==> src/hw/rtl/stl_pkg.sv <==
// Shared types, codes and character-class helpers of the script token lexer.
`timescale 1ns / 1ps

package stl_pkg;

  // Default number of word bytes held for keyword matching
  localparam int KEYWORD_BYTES_DEF = 8;

  // Depth of the command queue between front and back
  localparam int QUEUE_DEPTH = 4;
  localparam int QUEUE_AW    = $clog2(QUEUE_DEPTH);

  // Results one input item can cause at most
  localparam int MAX_RESULTS = 3;

  // Result kinds
  localparam logic [1:0] KIND_VALUE = 2'd0;
  localparam logic [1:0] KIND_END   = 2'd1;
  localparam logic [1:0] KIND_ERROR = 2'd2;

  // Token types
  localparam logic [2:0] TT_NUMBER   = 3'd0;
  localparam logic [2:0] TT_IDENT    = 3'd1;
  localparam logic [2:0] TT_KEYWORD  = 3'd2;
  localparam logic [2:0] TT_STRING   = 3'd3;
  localparam logic [2:0] TT_DOT      = 3'd4;
  localparam logic [2:0] TT_OPERATOR = 3'd5;
  localparam logic [2:0] TT_EOF      = 3'd6;

  // Keyword text, first character in the top byte, padded with spaces
  localparam int KW_COUNT = 9;
  localparam logic [63:0] KW_TEXT [KW_COUNT] = '{
    "let     ", "const   ", "var     ", "function",
    "return  ", "if      ", "else    ", "while   ", "for     "
  };
  localparam logic [3:0] KW_LEN [KW_COUNT] = '{
    4'd3, 4'd5, 4'd3, 4'd8, 4'd6, 4'd2, 4'd4, 4'd5, 4'd3
  };

  // Lexer modes
  typedef enum logic [6:0] {
    MODE_IDLE     = 7'b0000001,
    MODE_NUMBER   = 7'b0000010,
    MODE_WORD     = 7'b0000100,
    MODE_STRING   = 7'b0001000,
    MODE_ESCAPE   = 7'b0010000,
    MODE_OPERATOR = 7'b0100000,
    MODE_ERROR    = 7'b1000000
  } lex_mode_t;

  // One result item
  typedef struct packed {
    logic [1:0] kind;
    logic [2:0] ttype;
    logic [7:0] value;
  } res_t;

  // Results caused by one input item
  typedef struct packed {
    logic [1:0]                   cnt;
    res_t [MAX_RESULTS-1:0]       res;
  } cmd_t;

  // Queue status seen by front and back
  typedef struct packed {
    logic                full;
    logic                empty;
    logic [QUEUE_AW:0]   count;
  } q_stat_t;

  function automatic res_t mk_res(logic [1:0] kind, logic [2:0] ttype, logic [7:0] value);
    res_t r;
    r.kind  = kind;
    r.ttype = ttype;
    r.value = value;
    return r;
  endfunction

  function automatic logic is_space(logic [7:0] c);
    return (c == 8'd32) || (c inside {[8'd9:8'd13]});
  endfunction

  function automatic logic is_digit(logic [7:0] c);
    return c inside {["0":"9"]};
  endfunction

  function automatic logic is_alpha(logic [7:0] c);
    return c inside {["a":"z"], ["A":"Z"]};
  endfunction

  function automatic logic is_word(logic [7:0] c);
    return is_alpha(c) || is_digit(c) || (c == "_");
  endfunction

  function automatic logic is_op(logic [7:0] c);
    return c inside {"+", "-", "*", "/", "(", ")", "=", ";", "{", "}",
                     "[", "]", ",", "<", ">", "!", "&", "|"};
  endfunction

  // Two-character operators
  function automatic logic pairs(logic [7:0] first, logic [7:0] second);
    logic p;
    p = 1'b0;
    if (second == "=") begin
      p = first inside {"=", "!", "<", ">"};
    end else if (second == "&") begin
      p = (first == "&");
    end else if (second == "|") begin
      p = (first == "|");
    end
    return p;
  endfunction

endpackage

==> src/hw/rtl/stl_front.sv <==
// Front of the lexer: accepts source bytes, steps the lexer state, builds result commands.
`timescale 1ns / 1ps

module stl_front #(
  parameter int KEYWORD_BYTES = stl_pkg::KEYWORD_BYTES_DEF
) (
  input  logic             clk,
  input  logic             rst_n,
  input  logic             in_tvalid,
  output logic             in_tready,
  input  logic [7:0]       in_tdata,   // [7:0] ch
  input  logic             in_tlast,   // end_of_input
  input  stl_pkg::q_stat_t q_stat,
  output logic             q_push,
  output stl_pkg::cmd_t    q_cmd
);

  localparam int IW = (KEYWORD_BYTES > 1) ? $clog2(KEYWORD_BYTES) : 1;
  localparam int LW = $clog2(KEYWORD_BYTES + 2);

  stl_pkg::lex_mode_t mode_r, mode_nxt;
  logic               seen_dot_r, seen_dot_nxt;
  logic               quote_r, quote_nxt;
  logic [7:0]         pend_r, pend_nxt;
  logic [LW-1:0]      len_r, len_nxt;
  logic [7:0]         word_r   [KEYWORD_BYTES];
  logic [7:0]         word_nxt [KEYWORD_BYTES];

  logic               accept;
  logic               kw_hit;
  logic [2:0]         word_type;
  stl_pkg::cmd_t      cmd;
  logic [7:0]         c;

  assign c         = in_tdata;
  assign in_tready = !q_stat.full;
  assign accept    = in_tvalid && in_tready;

  // Match the held word against the keyword table
  always_comb begin
    logic m;
    kw_hit = 1'b0;
    for (int k = 0; k < stl_pkg::KW_COUNT; k++) begin
      m = (len_r == LW'(stl_pkg::KW_LEN[k]));
      for (int i = 0; i < 8; i++) begin
        if (i < int'(stl_pkg::KW_LEN[k])) begin
          m = m && (word_r[i] == stl_pkg::KW_TEXT[k][63-8*i -: 8]);
        end
      end
      kw_hit = kw_hit || m;
    end
    word_type = kw_hit ? stl_pkg::TT_KEYWORD : stl_pkg::TT_IDENT;
  end

  // Step the lexer for one item and collect its results
  always_comb begin
    logic       restart;
    logic [1:0] n;
    logic [7:0] close_q;
    mode_nxt     = mode_r;
    seen_dot_nxt = seen_dot_r;
    quote_nxt    = quote_r;
    pend_nxt     = pend_r;
    len_nxt      = len_r;
    word_nxt     = word_r;
    cmd          = '0;
    restart      = 1'b0;
    n            = 2'd0;
    close_q      = quote_r ? 8'h27 : 8'h22;

    if (in_tlast) begin
      // Close any open token, then end of file, then clear state
      case (mode_r)
        stl_pkg::MODE_NUMBER: begin
          cmd.res[n] = stl_pkg::mk_res(stl_pkg::KIND_END, stl_pkg::TT_NUMBER, 8'd0);
          n = n + 2'd1;
        end
        stl_pkg::MODE_WORD: begin
          cmd.res[n] = stl_pkg::mk_res(stl_pkg::KIND_END, word_type, 8'd0);
          n = n + 2'd1;
        end
        stl_pkg::MODE_STRING, stl_pkg::MODE_ESCAPE: begin
          cmd.res[n] = stl_pkg::mk_res(stl_pkg::KIND_END, stl_pkg::TT_STRING, 8'd0);
          n = n + 2'd1;
        end
        stl_pkg::MODE_OPERATOR: begin
          cmd.res[n] = stl_pkg::mk_res(stl_pkg::KIND_END, stl_pkg::TT_OPERATOR, 8'd0);
          n = n + 2'd1;
        end
        default: ;
      endcase
      cmd.res[n] = stl_pkg::mk_res(stl_pkg::KIND_END, stl_pkg::TT_EOF, 8'd0);
      n = n + 2'd1;
      mode_nxt     = stl_pkg::MODE_IDLE;
      seen_dot_nxt = 1'b0;
      quote_nxt    = 1'b0;
      pend_nxt     = 8'd0;
      len_nxt      = '0;
    end else begin
      case (mode_r)
        stl_pkg::MODE_NUMBER: begin
          if (stl_pkg::is_digit(c)) begin
            cmd.res[n] = stl_pkg::mk_res(stl_pkg::KIND_VALUE, stl_pkg::TT_NUMBER, c);
            n = n + 2'd1;
          end else if (c == "." && !seen_dot_r) begin
            seen_dot_nxt = 1'b1;
            cmd.res[n] = stl_pkg::mk_res(stl_pkg::KIND_VALUE, stl_pkg::TT_NUMBER, c);
            n = n + 2'd1;
          end else begin
            cmd.res[n] = stl_pkg::mk_res(stl_pkg::KIND_END, stl_pkg::TT_NUMBER, 8'd0);
            n = n + 2'd1;
            restart = 1'b1;
          end
        end
        stl_pkg::MODE_WORD: begin
          if (stl_pkg::is_word(c)) begin
            if (len_r < LW'(KEYWORD_BYTES)) begin
              word_nxt[len_r[IW-1:0]] = c;
            end
            if (len_r <= LW'(KEYWORD_BYTES)) begin
              len_nxt = len_r + LW'(1);
            end
            cmd.res[n] = stl_pkg::mk_res(stl_pkg::KIND_VALUE, stl_pkg::TT_IDENT, c);
            n = n + 2'd1;
          end else begin
            cmd.res[n] = stl_pkg::mk_res(stl_pkg::KIND_END, word_type, 8'd0);
            n = n + 2'd1;
            restart = 1'b1;
          end
        end
        stl_pkg::MODE_STRING: begin
          if (c == close_q) begin
            cmd.res[n] = stl_pkg::mk_res(stl_pkg::KIND_END, stl_pkg::TT_STRING, 8'd0);
            n = n + 2'd1;
            mode_nxt = stl_pkg::MODE_IDLE;
          end else if (c == "\\") begin
            mode_nxt = stl_pkg::MODE_ESCAPE;
          end else begin
            cmd.res[n] = stl_pkg::mk_res(stl_pkg::KIND_VALUE, stl_pkg::TT_STRING, c);
            n = n + 2'd1;
          end
        end
        stl_pkg::MODE_ESCAPE: begin
          case (c)
            "n":     cmd.res[n] = stl_pkg::mk_res(stl_pkg::KIND_VALUE, stl_pkg::TT_STRING, 8'd10);
            "t":     cmd.res[n] = stl_pkg::mk_res(stl_pkg::KIND_VALUE, stl_pkg::TT_STRING, 8'd9);
            "r":     cmd.res[n] = stl_pkg::mk_res(stl_pkg::KIND_VALUE, stl_pkg::TT_STRING, 8'd13);
            default: cmd.res[n] = stl_pkg::mk_res(stl_pkg::KIND_VALUE, stl_pkg::TT_STRING, c);
          endcase
          n = n + 2'd1;
          mode_nxt = stl_pkg::MODE_STRING;
        end
        stl_pkg::MODE_OPERATOR: begin
          pend_nxt = 8'd0;
          if (stl_pkg::pairs(pend_r, c)) begin
            cmd.res[n] = stl_pkg::mk_res(stl_pkg::KIND_VALUE, stl_pkg::TT_OPERATOR, c);
            n = n + 2'd1;
            cmd.res[n] = stl_pkg::mk_res(stl_pkg::KIND_END, stl_pkg::TT_OPERATOR, 8'd0);
            n = n + 2'd1;
            mode_nxt = stl_pkg::MODE_IDLE;
          end else begin
            cmd.res[n] = stl_pkg::mk_res(stl_pkg::KIND_END, stl_pkg::TT_OPERATOR, 8'd0);
            n = n + 2'd1;
            restart = 1'b1;
          end
        end
        stl_pkg::MODE_ERROR: ;
        default: restart = 1'b1;
      endcase

      // Start a new token on this byte
      if (restart) begin
        mode_nxt = stl_pkg::MODE_IDLE;
        if (stl_pkg::is_space(c)) begin
          mode_nxt = stl_pkg::MODE_IDLE;
        end else if (stl_pkg::is_digit(c)) begin
          mode_nxt     = stl_pkg::MODE_NUMBER;
          seen_dot_nxt = 1'b0;
          cmd.res[n] = stl_pkg::mk_res(stl_pkg::KIND_VALUE, stl_pkg::TT_NUMBER, c);
          n = n + 2'd1;
        end else if (stl_pkg::is_alpha(c) || c == "_") begin
          mode_nxt    = stl_pkg::MODE_WORD;
          word_nxt[0] = c;
          len_nxt     = LW'(1);
          cmd.res[n] = stl_pkg::mk_res(stl_pkg::KIND_VALUE, stl_pkg::TT_IDENT, c);
          n = n + 2'd1;
        end else if (c == 8'h22 || c == 8'h27) begin
          mode_nxt  = stl_pkg::MODE_STRING;
          quote_nxt = (c == 8'h27);
        end else if (c == ".") begin
          cmd.res[n] = stl_pkg::mk_res(stl_pkg::KIND_VALUE, stl_pkg::TT_DOT, c);
          n = n + 2'd1;
          cmd.res[n] = stl_pkg::mk_res(stl_pkg::KIND_END, stl_pkg::TT_DOT, 8'd0);
          n = n + 2'd1;
        end else if (stl_pkg::is_op(c)) begin
          mode_nxt = stl_pkg::MODE_OPERATOR;
          pend_nxt = c;
          cmd.res[n] = stl_pkg::mk_res(stl_pkg::KIND_VALUE, stl_pkg::TT_OPERATOR, c);
          n = n + 2'd1;
        end else begin
          mode_nxt = stl_pkg::MODE_ERROR;
          cmd.res[n] = stl_pkg::mk_res(stl_pkg::KIND_ERROR, stl_pkg::TT_NUMBER, c);
          n = n + 2'd1;
        end
      end
    end
    cmd.cnt = n;
  end

  assign q_push = accept && (cmd.cnt != 2'd0);
  assign q_cmd  = cmd;

  // Lexer control state
  always_ff @(posedge clk) begin
    if (!rst_n) begin
      mode_r     <= stl_pkg::MODE_IDLE;
      seen_dot_r <= 1'b0;
      quote_r    <= 1'b0;
      pend_r     <= 8'd0;
      len_r      <= '0;
    end else if (accept) begin
      mode_r     <= mode_nxt;
      seen_dot_r <= seen_dot_nxt;
      quote_r    <= quote_nxt;
      pend_r     <= pend_nxt;
      len_r      <= len_nxt;
    end
  end

  // Held word bytes
  always_ff @(posedge clk) begin
    if (accept) begin
      word_r <= word_nxt;
    end
  end

endmodule

==> src/hw/rtl/stl_queue.sv <==
// Command queue between lexer front and result back.
`timescale 1ns / 1ps

module stl_queue (
  input  logic             clk,
  input  logic             rst_n,
  input  logic             push,
  input  stl_pkg::cmd_t    push_cmd,
  input  logic             pop,
  output stl_pkg::cmd_t    head_cmd,
  output stl_pkg::q_stat_t stat
);

  localparam int AW = stl_pkg::QUEUE_AW;

  stl_pkg::cmd_t    mem_r [stl_pkg::QUEUE_DEPTH];
  logic [AW-1:0]    wr_ptr_r, wr_ptr_nxt;
  logic [AW-1:0]    rd_ptr_r, rd_ptr_nxt;
  logic [AW:0]      count_r, count_nxt;

  assign stat.full  = (count_r == (AW+1)'(stl_pkg::QUEUE_DEPTH));
  assign stat.empty = (count_r == '0);
  assign stat.count = count_r;
  assign head_cmd   = mem_r[rd_ptr_r];

  // Advance pointers and occupancy
  always_comb begin
    wr_ptr_nxt = push ? wr_ptr_r + AW'(1) : wr_ptr_r;
    rd_ptr_nxt = pop  ? rd_ptr_r + AW'(1) : rd_ptr_r;
    count_nxt  = count_r + (AW+1)'(push) - (AW+1)'(pop);
  end

  always_ff @(posedge clk) begin
    if (!rst_n) begin
      wr_ptr_r <= '0;
      rd_ptr_r <= '0;
      count_r  <= '0;
    end else begin
      wr_ptr_r <= wr_ptr_nxt;
      rd_ptr_r <= rd_ptr_nxt;
      count_r  <= count_nxt;
    end
  end

  // Store command
  always_ff @(posedge clk) begin
    if (push) begin
      mem_r[wr_ptr_r] <= push_cmd;
    end
  end

endmodule

==> src/hw/rtl/stl_back.sv <==
// Result back end: walks each queued command and drives the result channel register.
`timescale 1ns / 1ps

module stl_back (
  input  logic             clk,
  input  logic             rst_n,
  input  stl_pkg::cmd_t    head_cmd,
  input  stl_pkg::q_stat_t q_stat,
  output logic             pop,
  output logic             out_tvalid,
  input  logic             out_tready,
  output logic [15:0]      out_tdata,  // [1:0] result_kind, [4:2] token_type, [12:5] value_byte
  output logic             out_tlast   // last_result
);

  logic [1:0]    idx_r, idx_nxt;
  logic          valid_r, valid_nxt;
  stl_pkg::res_t res_r;
  logic          last_r;
  logic          load;
  logic          at_last;
  stl_pkg::res_t cur;

  assign load    = !q_stat.empty && (!valid_r || out_tready);
  assign cur     = head_cmd.res[idx_r];
  assign at_last = (idx_r == head_cmd.cnt - 2'd1);
  assign pop     = load && at_last;

  // Step through the results of the head command
  always_comb begin
    idx_nxt = idx_r;
    if (load) begin
      idx_nxt = at_last ? 2'd0 : idx_r + 2'd1;
    end
    valid_nxt = valid_r;
    if (load) begin
      valid_nxt = 1'b1;
    end else if (out_tready) begin
      valid_nxt = 1'b0;
    end
  end

  always_ff @(posedge clk) begin
    if (!rst_n) begin
      idx_r   <= 2'd0;
      valid_r <= 1'b0;
    end else begin
      idx_r   <= idx_nxt;
      valid_r <= valid_nxt;
    end
  end

  // Hold the result until taken
  always_ff @(posedge clk) begin
    if (load) begin
      res_r  <= cur;
      last_r <= at_last;
    end
  end

  assign out_tvalid = valid_r;
  assign out_tdata  = {3'd0, res_r.value, res_r.ttype, res_r.kind};
  assign out_tlast  = last_r;

endmodule

==> src/hw/rtl/script_token_lexer.sv <==
// Top level of the script token lexer: front, command queue and result back end.
`timescale 1ns / 1ps
// Streaming lexer for a small scripting-language subset.
// Input channel in_*: one source byte per item in in_tdata[7:0]; in_tlast high
// marks end of input (the byte is then ignored), which closes any open token
// and emits an end-of-file token.
// Result channel out_*: one result per item; tdata packs kind, token type and
// value byte; out_tlast marks the last result caused by one input byte.
// A byte's results pass through the command queue and then the single result
// register before they are valid on the result channel.
// Throughput: the front takes one byte per cycle while the four-entry command
// queue has room; the back delivers one result per cycle while results are
// queued and the receiver is ready; a byte causes at most three results.
// Reset (synchronous, active low) returns the lexer to idle and empties the
// queue. When the receiver stalls, the result is held, the queue fills and
// in_tready drops once it is full.
module script_token_lexer #(
  parameter int KEYWORD_BYTES = stl_pkg::KEYWORD_BYTES_DEF
) (
  input  logic        clk,
  input  logic        rst_n,
  input  logic        in_tvalid,
  output logic        in_tready,
  input  logic [7:0]  in_tdata,   // [7:0] ch
  input  logic        in_tlast,   // end_of_input
  output logic        out_tvalid,
  input  logic        out_tready,
  output logic [15:0] out_tdata,  // [1:0] result_kind, [4:2] token_type, [12:5] value_byte
  output logic        out_tlast   // last_result
);

  stl_pkg::q_stat_t q_stat;
  stl_pkg::cmd_t    push_cmd;
  stl_pkg::cmd_t    head_cmd;
  logic             q_push;
  logic             q_pop;

  stl_front #(
    .KEYWORD_BYTES(KEYWORD_BYTES)
  ) u_front (
    .clk       (clk),
    .rst_n     (rst_n),
    .in_tvalid (in_tvalid),
    .in_tready (in_tready),
    .in_tdata  (in_tdata),
    .in_tlast  (in_tlast),
    .q_stat    (q_stat),
    .q_push    (q_push),
    .q_cmd     (push_cmd)
  );

  stl_queue u_queue (
    .clk      (clk),
    .rst_n    (rst_n),
    .push     (q_push),
    .push_cmd (push_cmd),
    .pop      (q_pop),
    .head_cmd (head_cmd),
    .stat     (q_stat)
  );

  stl_back u_back (
    .clk        (clk),
    .rst_n      (rst_n),
    .head_cmd   (head_cmd),
    .q_stat     (q_stat),
    .pop        (q_pop),
    .out_tvalid (out_tvalid),
    .out_tready (out_tready),
    .out_tdata  (out_tdata),
    .out_tlast  (out_tlast)
  );

`ifndef SYNTHESIS
  // End of input always produces at least the end-of-file result
  assert property (@(posedge clk) disable iff (!rst_n)
    (in_tvalid && in_tready && in_tlast) |-> q_push)
    else $error("end of input pushed no command");

  // Never pop an empty queue
  assert property (@(posedge clk) disable iff (!rst_n)
    q_pop |-> !q_stat.empty)
    else $error("pop from empty queue");

  // Occupancy rises by one on a push without a pop
  assert property (@(posedge clk) disable iff (!rst_n)
    (q_push && !q_pop) |=> (q_stat.count == $past(q_stat.count) + 1'b1))
    else $error("queue count did not advance on push");
`endif

endmodule

==> config.mk <==
export PLATFORM = sky130hd
export DESIGN_NAME = script_token_lexer
export DESIGN_NICKNAME = d
export VERILOG_FILES = /design/src/hw/rtl/stl_pkg.sv /design/src/hw/rtl/stl_front.sv /design/src/hw/rtl/stl_queue.sv /design/src/hw/rtl/stl_back.sv /design/src/hw/rtl/script_token_lexer.sv
export SDC_FILE = /design/constraint.sdc
export NUM_CORES = 1
export LEC_CHECK = 0
export BUFFER_PORTS_ARGS = -buffer_cell sky130_fd_sc_hd__buf_2
export CAP_MARGIN = 20
export CORE_ASPECT_RATIO = 1.4
export CORE_MARGIN = 2
export CORE_UTILIZATION = 45
export DETAILED_ROUTE_END_ITERATION = 6
export GPL_TIMING_DRIVEN = 1
export MAX_ROUTING_LAYER = met4
export PLACE_DENSITY_LB_ADDON = 0.15
export SLEW_MARGIN = 20
export SYNTH_ARGS = -nofsm -noshare
export SYNTH_HDL_FRONTEND = slang
export SYNTH_SLANG_ARGS = --single-unit
==> constraint.sdc <==
create_clock -name clk -period 3.5 [get_ports clk]
set_input_delay 0 -clock clk [delete_from_list [all_inputs] [get_ports clk]]
set_output_delay 0 -clock clk [all_outputs]
set_load 0.01 [all_outputs]
[Yosys cells after proc, flatten, opt, wreduce, memory -nomap -nowiden]
Memories as Yosys holds them, arrays and structs flattened. A register that Yosys moved wholly into a read port is not among the register bits.
Cells that the tools add are included.
Word-level totals
  flip-flop bits (word level): 109
  memory bits (writable): 164
  bits of input ports: 13
  output and inout bits: 19
  word-level logic and storage cells: 353
  memories: 1
Operators by class
  add/sub/neg operators: 10
  magnitude comparators: 19
  equal/unequal tests: 85
  mux-type cells: 121
  bitwise gates (word level): 8
  reduce and logical (&&, ||, !) cells: 87
Memories
  u_queue.mem_r: depth 4, width 41, read ports 1, clocked after Yosys merged registers in 1, write ports 1, RTL line stl_queue.sv:16  | stl_pkg::cmd_t mem_r [stl_pkg::QUEUE_DEPTH];
Operators with widths (count)
  $eq A8 B7 Y1 const B: 43
  $mux W39: 8
  $bwmux W39: 5
  $mux W64: 3
  $eq A8 B6 Y1 const B: 22
  $mux W13: 9
  $mux W8: 14
  $demux W13 S2: 3
  $mux W7: 11
  $pmux W13 S5: 1
  $bwmux W64: 1
  $mux W12: 5
  $logic_and A1 B1 Y1: 52
  $pmux W12 S4: 1
  $and A33 B33 Y33: 1
  $not A33 Y33: 1
  $mux W4: 8
  $and A10 B30 Y30: 1
  $mux W2: 15
  $not A30 Y30: 1
  $mux W1: 29
  $bmux W13 S2: 1
  $demux W8 S3: 1
  $pmux W8 S3: 1
  other kinds (55): 93

[Depth between registers and ports, before layout]
Gate-level depths: netlist of the first run.
  depth after elaboration: 28
  gate-level depth with buffers: 15
  mapped depth without buffers: 14

[Hierarchy]
A second synthesis of the first run with hierarchy kept.
Second synthesis, totals
  cells, all modules: 859
  area, all modules: 12534.5 sq um
By module, submodules not included
  stl_queue: instances 1, cells an instance 258, area an instance 6409.9 sq um
  stl_front: instances 1, cells an instance 515, area an instance 5186.2 sq um
  stl_back: instances 1, cells an instance 86, area an instance 938.4 sq um

[Worst setup path before layout of the first run]
OpenSTA, ideal clock, no wires.
  path type: flip-flop to flip-flop
  start: register u_front.mode_r[1]
  end: memory u_queue.mem_r[0][0] (netlist name), enable pin
  library setup time: 0.401 ns
  data arrival time: 3.383 ns
  required time: 3.099 ns
  setup slack: -0.284 ns
  stages on the path, launching flop included: 11
  path buffers: 1
  path through: dfxtp_1 > or4_1 > buf_2 > or2_4 > a2bb2oi_2 > o21ai_1 > nor3_4 > ha_1 > nor4_4 > a31oi_4 > and2_1
On the way
  word-level cells in the longest chain between the ends: 17
  elaborated cells between the ends (all ways): 29
Ends and longest elaborated chain
  start: declaration: RTL line stl_front.sv:21  | stl_pkg::lex_mode_t mode_r, mode_nxt;
  start signal: assignment: RTL line stl_front.sv:216  | mode_r <= stl_pkg::MODE_IDLE;
  start signal: assignment: RTL line stl_front.sv:222  | mode_r <= mode_nxt;
  $eq A7 B2 Y1 (tied with other cells): RTL line stl_front.sv:73, stl_front.sv:100
  $reduce_or A3 Y1 (no line)
  $pmux W2 S3: RTL line stl_front.sv:100  | case (mode_r)
  $mux W2: RTL line stl_front.sv:71  | if (in_tlast) begin
  $add A2 B1 Y2
  $add A2 B1 Y2: RTL line stl_front.sv:194  | n = n + 2'd1;
  $mux W2: RTL line stl_front.sv:190  | end else if (c == ".") begin
  $mux W2: RTL line stl_front.sv:187  | end else if (c == 8'h22 || c == 8'h27) begin
  [2 not listed]
  $mux W2: RTL line stl_front.sv:174  | if (stl_pkg::is_space(c)) begin
  $mux W2: RTL line stl_front.sv:172  | if (restart) begin
  $mux W2 (*): RTL line stl_front.sv:71
  $reduce_bool A2 Y1 (*): RTL line stl_front.sv:210  | assign q_push = accept && (cmd.cnt != 2'd0);
  $logic_and A1 B1 Y1 (*): RTL line stl_front.sv:210
  net q_push: RTL line script_token_lexer.sv:35  | logic q_push;
  $mux W1 (*): RTL line stl_queue.sv:47  | if (push) begin
  $mux W1 (implied by the code) (*): RTL line stl_queue.sv:48  | mem_r[wr_ptr_r] <= push_cmd;
  end: declaration: RTL line stl_queue.sv:16
Mark *: on every way through the listed nets, which the timed path passes. The rest lies on a longest branch. The select of a mux whose other input is x is not followed.

[Worst setup path in the final report of the first run]
  start: register u_front.mode_r[1]
  end: register u_queue.count_r[2]
On the way
  word-level cells in the longest chain between the ends: 17
  elaborated cells between the ends (all ways): 29
Ends and longest elaborated chain
  $eq A7 B2 Y1 (tied with other cells): RTL line stl_front.sv:73, stl_front.sv:100
  $reduce_or A3 Y1 (no line)
  $pmux W2 S3: RTL line stl_front.sv:100
  $mux W2: RTL line stl_front.sv:71
  $add A2 B1 Y2
  $add A2 B1 Y2: RTL line stl_front.sv:194
  $mux W2: RTL line stl_front.sv:190
  $mux W2: RTL line stl_front.sv:187
  [2 not listed]
  $mux W2: RTL line stl_front.sv:174
  $mux W2: RTL line stl_front.sv:172
  $mux W2 (*): RTL line stl_front.sv:71
  $reduce_bool A2 Y1 (*): RTL line stl_front.sv:210
  $logic_and A1 B1 Y1 (*): RTL line stl_front.sv:210
  net q_push: RTL line script_token_lexer.sv:35
  $add A3 B1 Y3 (*): RTL line stl_queue.sv:30  | count_nxt = count_r + (AW+1)'(push) - (AW+1)'(pop);
  $sub A3 B1 Y3 (*): RTL line stl_queue.sv:30
  end signal: assignment: RTL line stl_queue.sv:41  | count_r <= count_nxt;
  end: declaration: RTL line stl_queue.sv:19  | logic [AW:0] count_r, count_nxt;
Marks and branches as above.
A chain may end at the register's enable or synchronous reset.

==> metrics, run 1 <==
synth top area cells=edfxtp_1 (58%), mux4_2 (7.4%), dfxtp_1 (5.4%); outcome=completed; DR vias=around 7700; core area=approximately 27000 um2; Power Density=582 nW/um2; DIE WIDTH=143 um; flops & latches, synth=~270; die area=between 20000 and 30000 um2; Port Buffers=28; Finished Layout Cells=1344; CTS sink count=271; worst-case clock skew=23.7 ps; Clk Latency, worst-skew pair=550 ps; Routability Congestion=0.912; TritonRoute pass-1 iters=5; Post-synth EDFFs=238; CP endpoint kind=flip-flop; crit share post-route=0.958; nets@finish=988; CTS buffer count=26; GRT overflow=0; Setup Crit Path Kind=flip-flop to flip-flop; Slew Viols, Final=0; dpl hpwl=20.3 mm; routed length per instance=between 20 and 25 um; starting DRC count in detailed routing=roughly 540; Residual DRC=0; largest net degree at the start of global routing=between 40 and 50; placed cell count=roughly 1300; Area Growth Syn to Fin=17.0%; Clk pin slew, worst setup/hold paths=60 ps; crit path max fanout=4; total leakage power=0.00496 uW; RR Endpoint=u_queue.count_r[2]$_SDFF_PN0_; CTS tree=done; Setup-failing EPs final=0; cell area after synthesis=12300 um2; reg-to-reg slack, setup=150 ps; sequential area share after synthesis=0.637; Final Worst Setup Slack=148 ps; Max IR drop VDD=393 uV; slew of the pin with the lowest slew margin=811 ps; reg2reg path depth=14; clk root buf=clkbuf_16; antenna-violating nets left=0; wirelength, routed=29.1 mm; unrepaired setup endpoints after global routing=false; cell taking the most area after synthesis=edfxtp_1; Worst slew margin=0.452; Fmax=0.298 GHz; initial antenna violation count=0; Synth cell types=89; Synth Flop Type=edfxtp_1; Row Count=a little over 70; synth warn=0; worst hold start=in_tvalid; hold depth=5; Setup Fix Bufs, Post-CTS=0; layout cells sized above 1=0.228; number of global-route vias before repair=7838; CTS H-tree lvls=1; minimum clock period=3350 ps; first-pass GRT wire length=roughly 45 mm; Post-synth ARST share=0; clock buffer depth=3; Avg Synthesized Cell Area=14.4 um2; # diodes=0; worst r2r src=u_front.mode_r[1]$_SDFFE_PN0P_; Syn Inst Count=approximately 850; # Max-Cap Violations=0; end of the worst hold path=u_front.len_r[0]$_SDFFE_PN0P_; IO Count=32; Starting Density=0.457; Critical Path AT=between 3000 and 4000 ps; All-Layer GR Usage=0.213; pre-CTS WS=-198 ps; die height=around 200 um; critical path required time=3930 ps; Hold Violations, Final=0; startpoint types=flip-flop; top-area cell type share of the netlist area=0.583; Hold Path Class=input pin to flip-flop; vias per cell=about 5.7
==> Yosys cell counts, drive strengths merged (5+ instances only) <==
cell	n
a21o	5
a21oi	34
a22o	8
a31oi	5
and2	36
buf	17
clkbuf	23
dfxtp	33
edfxtp	238
ha	15
inv	27
mux2	6
mux2i	15
mux4	40
nand2	51
nand2b	22
nand3	9
nand3b	5
nand4	10
nor2	43
nor2b	17
nor3	21
nor4	13
nor4b	9
nor4bb	12
o21ai	23
o22ai	17
or2	7
or3	6
or4	6
xnor2	8
==> state kept, by name, indices dropped and copies added, names as in the netlist, named ones only <==
name,cells
u_back.idx_r,2
u_back.out_tdata,13
u_back.out_tlast,1
u_back.out_tvalid,1
u_front.len_r,4
u_front.mode_r,7
u_front.pend_r,8
u_front.quote_r,1
u_front.seen_dot_r,1
u_front.word_r,64
u_queue.count_r,3
u_queue.mem_r,160
u_queue.rd_ptr_r,2
u_queue.wr_ptr_r,2
==> where the power goes <==
part	switching, uW	internal (uW)	total (uW)
Combinational	787	605	1390
Sequential	106	3900	4000
Clock	1200	1750	2950
Total	2100	6250	8350
==> placed cells by master (no fill, tap or decap), types with 4 or more instances in the layout <==
cell,netlist,final
a21o_1,5,5
a21oi_1,33,32
a22o_1,8,8
and2_1,35,31
and2_2,0,4
buf_12,0,4
buf_2,4,28
buf_4,4,71
bufinv_16,0,5
clkbuf_16,0,26
clkinv_1,1,5
clkinv_2,0,5
dfxtp_1,33,31
dlygate4sd3_1,0,13
edfxtp_1,238,238
ha_1,15,15
inv_1,27,27
mux2_1,6,6
mux2i_1,15,15
mux4_2,40,40
nand2_1,50,50
nand2b_1,22,22
nand3_1,9,9
nand3b_1,5,5
nand4_1,9,9
nand4b_1,4,4
nor2_1,43,42
nor2b_1,17,17
nor3_1,20,20
nor4_1,11,10
nor4b_1,8,8
nor4bb_1,12,12
o211ai_1,4,4
o21ai_0,20,20
o22ai_1,17,17
or2_2,5,5
or3_1,6,6
or4_1,5,5
xnor2_1,8,8
==> cell families after synthesis <==
family,synth area share
and+or+nand+nor,0.147
DFF,0.637
AOI/OAI and AO/OA,0.0758
buffers and inverters,0.0237
muxes,0.0913
adders and majority gates,0.0170
xor gates and xnor gates,0.00715
other,0.000306
==> through the flow <==
step | total power (uW) | hold WS (ps) | utilization | setup TNS [ps] | area, um2
finish | 8350 | 27.4 | 0.534 | 0 | 14300
global route | 8680 | 25.5 | 0.534 | 0 | 14300
CTS | 8440 | 10.3 | 0.534 | 0 | 14300
detailed placement | 5480 | 313 | 0.496 | -19900 | 13300
global placement | 5440 | 293 | 0.496 | -12710 | 13300
floorplan | 4950 | 98.9 | - | 0 | 12300
==> how the worst max path moves through the flow <==
stage / startpoint / endpoint / slack (ps) / depth (start not counted)
3_5_place_dp: in_tdata[6] / u_queue.count_r[2]$_SDFF_PN0_ / -200 / 15
4_1_cts: u_front.mode_r[1]$_SDFFE_PN0P_ / u_queue.count_r[2]$_SDFF_PN0_ / 100 / 14
3_3_place_gp: in_tdata[5] / u_queue.count_r[2]$_SDFF_PN0_ / -170 / 15
2_1_floorplan: u_front.mode_r[1]$_SDFFE_PN0P_ / u_queue.count_r[2]$_SDFF_PN0_ / 60 / 15
5_1_grt: u_front.mode_r[1]$_SDFFE_PN0P_ / u_queue.count_r[2]$_SDFF_PN0_ / 10 / 14
6_report: u_front.mode_r[1]$_SDFFE_PN0P_ / u_queue.count_r[2]$_SDFF_PN0_ / 150 / 14
==> area by class of cell <==
cell class                      instances  area, um2
Timing Repair Buffer                  116        883
Fill cell                            2279      12500
Sequential cell                       271       7810
Multi-Input combinational cell        516       4180
Inverter                               28        105
Clock buffer                           29        662
Tap cell                              365        457
Clock inverter                         19        244
==> layer usage <==
| metal | vias up | global-route usage | wire [um] |
|---|---|---|---|
| met5 | - | - | 0 |
| met3 | 48 | 0.0223 | 1120 |
| met4 | 0 | 0.0661 | 690 |
| met1 | 3867 | 0.250 | 11600 |
| met2 | 217 | 0.384 | 15700 |
| li1 | 3535 | - | - |
==> critical path: stages, from the launching register on <==
cell and delay (ps):
dfxtp_1 300, or4_1 590, or2_4 310, a2bb2oi_2 170, o21ai_1 170, nor3_4 80, ha_1 340, nor4_4 70
a31oi_4 200, ha_1 160, inv_1 40, fa_1 370, xnor2_1 150, xnor2_1 120, and2_1 150
==> timing repair <==
action                                 CTS  global route
endpoints found under the hold margin   73             0
hold buffers                            13             0
resized for setup                        0             2
setup endpoints to repair                0             1
Note: power is estimated with default switching activity, not from simulation.
==> run 2, diff against run 1 <==
--- a/config.mk
+++ b/config.mk
@@ -9,7 +9,7 @@
 export CAP_MARGIN = 20
 export CORE_ASPECT_RATIO = 1.4
 export CORE_MARGIN = 2
-export CORE_UTILIZATION = 45
+export CORE_UTILIZATION = 56
 export DETAILED_ROUTE_END_ITERATION = 6
 export GPL_TIMING_DRIVEN = 1
 export MAX_ROUTING_LAYER = met4
==> run 2 against run 1 <==
Net effect:
- count of clock-buffer cells in the layout increased by 4
- clock power down 3%
- worst hold slack got worse by 8.5 ps
- clock skew decreased by 7.8 ps
- global-route usage is 6.7 points higher
- sequential cell count is the same
- maximum frequency fell by 0.70%
- register-to-register slack got worse by 20 ps
- critical path type is now input pin to flip-flop
- largest cell class unchanged
==> metrics, run 2 (synthesis results as in run 1) <==
first-pass GRT wire length=46.2 mm; worst hold slack=18.8 ps; vias per cell=6.06; Residual DRC=0; Area Growth Syn to Fin=16.9%; crit path max fanout=4; # diodes=0; critical path depth=16; Slowest cell on crit path=or4_4; starting DRC count in detailed routing=537; Max IR drop VDD=around 410 uV; Clk Latency, worst-skew pair=about 530 ps; DIE WIDTH=129 um; Clk pin slew, worst setup/hold paths=70 ps; TritonRoute pass-1 iters=5; worst path bufs/invs=3; clk root buf=clkbuf_16; Hold Path Class=input pin to flip-flop; largest net degree at the start of global routing=31; reg2reg path depth=14; CP endpoint kind=flip-flop; Port Buffers=28; Crit path max-delay family=simple AND/OR/NAND/NOR gates; unrepaired setup endpoints after global routing=true; most frequent cells in the layout=edfxtp_1 (238), buf_4 (72), nand2_1 (50); FILL cells=~1600; Power Density=between 500 and 600 nW/um2; layout cells sized above 1=0.238; Setup-failing EPs final=0; DR vias=between 7000 and 8000; worst r2r src=u_front.mode_r[1]$_SDFFE_PN0P_; startpoint types=input pin; outcome=completed; crit-path cells=dlygate4sd3_1 -> buf_2 -> or4b_4 -> or4_4 -> a2bb2oi_4 -> o21ai_2 -> nor3_4 -> ha_1 -> nor4_4 -> a31oi_4 -> ha_1 -> inv_1 -> fa_1 -> xnor2_1 -> xnor2_1 -> and2_1; wirelength, routed=30.9 mm; Routability Congestion=about 1.1; Slew Viols, Final=0; max reg flops=160; die area=23100 um2; CTS sink count=between 200 and 300; Worst Setup EP=u_queue.count_r[2]$_SDFF_PN0_; die height=179 um; Critical Path AT=3800 ps; CTS buffer count=26; Power, Total=8300 uW; worst-case clock skew=~16 ps; nets@finish=990; largest reg by FF count=u_queue.mem_r; Worst Setup SP=in_tdata[4]; crit share post-route=0.964; CP peak stage delay=550 ps; GRT overflow=0; commonest non-fill, non-tap cell in the layout=edfxtp_1; IO Count=32; slew of the pin with the lowest slew margin=841 ps; Setup Crit Path Kind=input pin to flip-flop; core area=21700 um2; RR Endpoint=u_queue.count_r[2]$_SDFF_PN0_; antenna-violating nets left=0; number of global-route vias before repair=roughly 8000; reg-to-reg slack, setup=130 ps; CTS tree=done; clock buffer depth=3; Hold Violations, Final=0; # Max-Cap Violations=0; All-Layer GR Usage=0.279; critical path required time=3920 ps; dpl hpwl=22.3 mm; Worst slew margin=0.431; initial antenna violation count=0; Fmax=0.296 GHz; Row Count=between 60 and 70; total leakage power=0.00498 uW; Starting Density=0.565; routed length per instance=24.2 um; minimum clock period=3380 ps; CTS H-tree lvls=1
[run 2: cell count changes in the layout (fill, tap and decap cells not counted), sizes merged]
| cell | previous run | this run |
|---|---|---|
| dlygate4sd3 | 13 | 10 |
| bufinv | 5 | 3 |
| clkbuf | 29 | 33 |
| buf | 103 | 108 |
| inv | 29 | 27 |
[run 2: worst min-delay path: cells and delay by family]
family	cells	cell delay (ps)
buf+inv	2	300
compound gates	1	70
simple gates	2	150
[run 2: worst min-delay path by stage]
stage | start | end | slack (ps) | cells after the start
6_report | in_tvalid | u_front.pend_r[7]$_SDFFE_PN0P_ | 20 | 5
2_1_floorplan | in_tdata[0] | u_front.word_r[0]$_DFFE_PP_ | 100 | 0
3_5_place_dp | out_tready | u_back.out_tvalid$_SDFFE_PN0P_ | 330 | 4
5_1_grt | in_tdata[2] | u_front.word_r[18]$_DFFE_PP_ | 20 | 2
4_1_cts | in_tdata[2] | u_front.word_r[18]$_DFFE_PP_ | 4 | 2
3_3_place_gp | out_tready | u_back.out_tvalid$_SDFFE_PN0P_ | 330 | 4
[run 2: metal layers]
| metal | global-route usage | wire length [um] |
|---|---|---|
| met1 | 0.296 | 11300 |
| met2 | 0.518 | 17100 |
| met3 | 0.0322 | 1010 |
| met4 | 0.127 | 1560 |
| met5 | - | 0 |
[run 2: where the power goes]
| part | total, uW | internal (uW) | switching (uW) |
|---|---|---|---|
| clock | 2850 | 1680 | 1170 |
| combinational | 1430 | 631 | 797 |
| sequential | 4020 | 3900 | 124 |
| total | 8300 | 6210 | 2090 |
[run 2: area by class of cell]
cell class / count / area, um2 / share of cell area
repair buffers: 118 / 941 / 0.0657
multi-input cells: 516 / 4220 / 0.294
inverters: 28 / 105 / 0.00734
clock buffers: 33 / 718 / 0.0501
clock inverters: 15 / 161 / 0.0113
flip-flops and latches: 271 / 7810 / 0.545
well taps: 297 / 372 / 0.0259
[run 2: through the flow]
step / setup TNS [ps] / setup slack (ps) / util / instances / instance area, um2
3_3_place_gp: 0 / 43.8 / 0.613 / 1220 / 13300
6_report: 0 / 125 / 0.660 / 1278 / 14300
5_1_grt: -83.0 / -83.0 / 0.660 / 1278 / 14300
2_1_floorplan: 0 / 60.6 / - / 855 / 12300
3_5_place_dp: -25.9 / -25.9 / 0.613 / 1220 / 13300
4_1_cts: 0 / 21.5 / 0.658 / 1278 / 14300
[run 2: timing repair]
| action | CTS | global route |
|---|---|---|
| setup endpoints to repair | 1 | 14 |
| hold buffers | 10 | 0 |
| pin swaps | 0 | 4 |
| setup buffers | 0 | 0 |
| resized for setup | 2 | 6 |
| hold endpoints to repair | 60 | 0 |
